==> config.mk <==
export PLATFORM = sky130hd
export DESIGN_NAME = fr_sqrt_pipe
export DESIGN_NICKNAME = d
export VERILOG_FILES = /design/src/fr_pkg.sv /design/src/fr_sqrt_pipe.sv
export SDC_FILE = /design/constraint.sdc
export NUM_CORES = 2
export LEC_CHECK = 0
export BUFFER_PORTS_ARGS = -buffer_cell sky130_fd_sc_hd__buf_4
export CAP_MARGIN = 20
export CORE_ASPECT_RATIO = 0.7
export CORE_MARGIN = 10
export CORE_UTILIZATION = 45
export CTS_BUF_LIST = sky130_fd_sc_hd__clkbuf_8 sky130_fd_sc_hd__clkbuf_16
export DETAILED_ROUTE_END_ITERATION = 6
export PLACE_DENSITY = 0.67
export SKIP_CTS_REPAIR_TIMING = 1
export SYNTH_ARGS = -nofsm -noshare
export SYNTH_HDL_FRONTEND = slang
export SYNTH_SLANG_ARGS = --single-unit
==> constraint.sdc <==
create_clock -name i_clk -period 4.9 [get_ports i_clk]
set_clock_uncertainty 0.15 [all_clocks]
set_input_delay 0.735 -clock i_clk [delete_from_list [all_inputs] [get_ports i_clk]]
set_output_delay 0.735 -clock i_clk [all_outputs]
set_load 0.02 [all_outputs]
==> src/fr_pkg.sv <==
// shared types and constants for the fresnel reflectance pipeline
// no dependencies; used by every module of the block
package fr_pkg;

    localparam int DEF_COMPONENT_WIDTH = 16;

    localparam int ETA_W   = 16;          // refractive index, Q4.12
    localparam int Q_W     = 31;          // Q30 magnitudes up to 1.0
    localparam int PROD_W  = ETA_W + Q_W; // index times Q30 value
    localparam int DIFF_W  = PROD_W + 1;  // sums of two such products
    localparam int SQX_W   = 2 * Q_W;     // radicand width of the root units
    localparam int SINT_W  = 30;          // refracted sine, strictly below 1.0
    localparam int KR_W    = 16;

    localparam logic [ETA_W-1:0] ETA_ONE = 16'd4096;
    localparam logic [KR_W-1:0]  KR_ONE  = 16'h8000;

    typedef struct packed {
        logic en;
        logic valid;
    } t_stage_ctl;

    typedef struct packed {
        logic [Q_W-1:0]   c;
        logic [ETA_W-1:0] eta_i;
        logic [ETA_W-1:0] eta_t;
        logic             flag;
    } t_side;

endpackage

==> src/fr_sqrt_pipe.sv <==
// pipelined integer square root, one root bit per register stage
// depends on fr_pkg (stage control struct)
module fr_sqrt_pipe #(
    parameter int RW     = 31,
    parameter int SIDE_W = 1
) (
    input  logic                  i_clk,
    input  logic                  i_rst_n,
    input  fr_pkg::t_stage_ctl    i_ctl,
    input  logic [2*RW-1:0]       i_x,
    input  logic [SIDE_W-1:0]     i_side,
    output logic                  o_valid,
    output logic [RW-1:0]         o_root,
    output logic [SIDE_W-1:0]     o_side
);
    import fr_pkg::*;

    logic              r_v    [RW];
    logic [RW+1:0]     r_rem  [RW];
    logic [RW-1:0]     r_q    [RW];
    logic [2*RW-1:0]   r_x    [RW];
    logic [SIDE_W-1:0] r_side [RW];

    genvar k;
    for (k = 0; k < RW; k++) begin : g_stage
        localparam int I = RW - 1 - k;
        logic [RW+1:0]     rem_in, rem_sh, trial;
        logic [RW-1:0]     q_in;
        logic [2*RW-1:0]   x_in;
        logic [SIDE_W-1:0] side_in;
        logic              v_in, ge;

        if (k == 0) begin : g_first
            assign rem_in  = '0;
            assign q_in    = '0;
            assign x_in    = i_x;
            assign side_in = i_side;
            assign v_in    = i_ctl.valid;
        end else begin : g_next
            assign rem_in  = r_rem[k-1];
            assign q_in    = r_q[k-1];
            assign x_in    = r_x[k-1];
            assign side_in = r_side[k-1];
            assign v_in    = r_v[k-1];
        end

        // bring down the next two radicand bits, try 4q+1
        assign rem_sh = {rem_in[RW-1:0], x_in[2*I+1 -: 2]};
        assign trial  = {q_in, 2'b01};
        assign ge     = rem_sh >= trial;

        always_ff @(posedge i_clk) begin
            if (!i_rst_n) begin
                r_v[k] <= 1'b0;
            end else if (i_ctl.en) begin
                r_v[k] <= v_in;
            end
        end

        always_ff @(posedge i_clk) begin
            if (i_ctl.en) begin
                r_rem[k]  <= ge ? rem_sh - trial : rem_sh;
                r_q[k]    <= {q_in[RW-2:0], ge};
                r_x[k]    <= x_in;
                r_side[k] <= side_in;
            end
        end
    end

    assign o_valid = r_v[RW-1];
    assign o_root  = r_q[RW-1];
    assign o_side  = r_side[RW-1];

endmodule

==> summary.md <==
| Metric | Value |
|---|---|
| Status | finished clean |
| Setup Total Neg Slack | 0 ns |
| First-pass DRT Iterations | 7 |
| NumNets Final | 9159 |
| CP required | 5.40 ns |
| First-pass GRT wire length | 353000 um |
| CTS root buf | clkbuf_16 |
| Post-synth EDFFs | 2374 |
| Die area | 0.262 sq mm |
| Post-synth top cells | edfxtp_1 (2374), inv_1 (638), nor2_1 (537) |
| Top_reg_cell synth | edfxtp_1 |
| Clock Latency Late Sink | 0.89 ns |
| Clock slew at reported path FFs | 0.06 ns |
| Post-synth top area cell | edfxtp_1 |
| Vias per inst | 5.45 |
| Routed length per placed instance | 18.7 um |
| R2r worst-path depth | 13 |
| Unrepaired setup endpoints after global routing | false |
| Slew headroom | 26.3% |
| GRT overflow | 0 |
| CP Class | reg2reg |
| CORE AREA | 0.240 sq mm |
| Pwr per Cell Area | 468 mW/mm^2 |
| Worst-path fanout max | 20 |
| Min cycle time layout | 4.37 ns |
| Mapped Area | 0.109 sq mm |
| CP top delay family | compound AO/OA/AOI/OAI gates |
| Worst slew pin tran | 1.08 ns |
| Most frequent cell after synthesis | edfxtp_1 |
| Final Power | 57.2 mW |
| Area contributors post-synth | edfxtp_1 (66%), ha_1 (6.1%), xnor2_1 (3.1%) |
| Detail Route Antenna Nets | 0 |
| FF-to-FF Start | r_q[0][279]$_DFFE_PP_ |
| Chip Width | 608 um |
| Critical Path AT | 4.87 ns |
| Number of max-cap violations | 0 |
| Sink Count | 2375 |
| Seq cells post-synth | 2375 |
| Startpoint Class | flop |
| Final Max Slew Viols | 0 |
| CP Capture Type | flop |
| Final cycle utilization of the critical path | 89.2% |
| Fmax | 229 MHz |
| Largest net degree at the start of global routing | 143 |
| # port buffers | 99 |
| Synth cell types | 80 |
| Async S/R FF share, synth | 0% |
| Leak | 47.0 nW |
| Starting density of the core | 45.4% |
| Bufs on Longest Clock Path | 4 |
| Vias in the first global route | 62800 |
| Hold Path Depth | 2 |
| Residual DRC | 0 |
| Crit. Startpoint | r_q[0][279]$_DFFE_PP_ |
| Peak supply drop | 0.316 mV |
| Hold path start | i_rst_n |
| H-Tree Depth | 4 |
| TritonCTS clock tree | yes |
| DR iter-0 viols | 6232 |
| Layout cell share with drive strength beyond 1 | 8.15% |
| Syn Inst Count | 8240 |
| Number of buffers created by CTS | 230 |
| CP max stage delay | 0.59 ns |
| Worst path bufs/invs | 3 |
| Stages on worst setup path | 13 |
| DP HPWL | 158000 um |
| Yosys warns | 0 |
| Routability Congestion | 0.911 |
| GRT Overall Usage | 16.5% |
| Net Count, Synth | 8835 |
| Vias post-DR | 65000 |
| Core Rows | 150 |
| Die span in y | 431 um |
| Final setup vio count | 0 |
| Critical path cell sequence | inv_1 -> ha_1 -> o21a_1 -> o21a_1 -> o21bai_1 -> a21oi_1 -> o31ai_1 -> a211oi_1 -> o21ai_0 -> nor2b_1 -> buf_4 -> inv_1 -> mux2_2 |
| Register area share after synthesis | 65.6% |
| Hold WC Path Type | in2reg |
| Layout fillers | 20000 |
| Share of the synthesized area in the top cell type | 65.5% |
| Critical path's slowest cell | o31ai_1 |
| Antenna violations before repair | 7 |
| Syn Area/Cell | 13.2 sq um |
| Final hold vios | 0 |
| Detailed-route wire length | 223000 um |
| Area delta synth->final | 12.4% |
| Num ports | 100 |
[power breakdown]
group | switching, mW | leakage [nW] | internal, mW
Combinational | 6.75 | 20.2 | 5.07
Clock | 7.59 | 3.85 | 10.3
Sequential | 1.71 | 22.9 | 25.7
Total | 16.1 | 47.0 | 41.1
[placed cells by master (no fill, tap or decap), types with 28 or more instances in the layout]
master            n
edfxtp_1       2374
or4_1            59
a31oi_1          45
ha_1            528
o31ai_1          54
nand4_1          89
dlygate4sd3_1    65
o21ai_0         377
o21bai_1         37
o21a_1          105
clkinv_2         47
nor3_1          177
xor2_1          355
inv_1           668
clkinv_1         49
nor2b_1          79
or3_1            72
nand3_1         126
a21oi_1         521
bufinv_16        32
buf_12           28
xnor2_1         380
and3_1           89
nor2_1          536
clkbuf_16       234
nand2_1         513
nand2b_1        112
nor4_1          121
or2_2            34
mux2_2          101
buf_4           165
a21o_1          216
[metrics by stage]
step	utilization (%)	cell area [sq um]	std cells	worst slack, ns	hold WS [ns]
detailed placement	47.6	114000	11500	0.684	0.255
floorplan	-	109000	8240	1.17	0.250
global route	51.0	122000	11900	0.325	0.103
CTS	50.7	122000	11900	0.664	-0.218
finish	51.0	122000	11900	0.529	0.138
global placement	47.6	114000	11500	0.731	0.250
[final timing paths]
| kind | to | slack [ns] |
|---|---|---|
| worst max register to register | r_rem[10][10]$_DFFE_PP_ | 0.53 |
| worst max-delay path | r_rem[10][10]$_DFFE_PP_ | 0.53 |
| worst min register to register | r_x[0][436]$_DFFE_PP_ | 0.23 |
| worst min-delay path | r_v[1][0]$_DFF_P_ | 0.14 |
[logic make-up (layout without fill, tap and decap cells)]
| logic type | Yosys count | in the layout | share of synthesized area, % |
|---|---|---|---|
| buffers and inverters | 809 | 1318 | 2.80 |
| and+or+nand+nor | 2106 | 2106 | 9.56 |
| DFF | 2375 | 2375 | 65.6 |
| other | 1 | 2 | 0.00345 |
| xor gates and xnor gates | 735 | 735 | 5.92 |
| muxes | 109 | 109 | 1.12 |
| AOI/OAI and AO/OA | 1577 | 1577 | 8.97 |
| adders and majority gates | 528 | 528 | 6.07 |
[cell type report]
class,instances,area (sq um),share of cell area [%]
sequential,2375,71300,58.3
inverter,641,2410,1.97
antenna,1,2.50,0.00205
timing repair buffer,260,2480,2.03
clock inverter,183,1740,1.42
multi-input combinational,5056,34500,28.2
tap,3192,3990,3.27
clock buffer,234,5860,4.79
[metal layers]
metal  wire length (um)  GRT usage (%)  share of wire (%)  vias up
li1                   -              -                  -    31200
met3              14300           2.84                6.4      343
met4               4480           3.68                2.0        6
met5                 41              0              0.018        -
met1             112000           26.1                 50    31700
met2              92000           23.5                 41     1856
[flip-flops by register name, summed over array words and instances, names as in the netlist]
register  count
r_q         496
r_rem       887
r_side       31
r_v          31
r_x         930
Power figures use the tool's default switching activity.
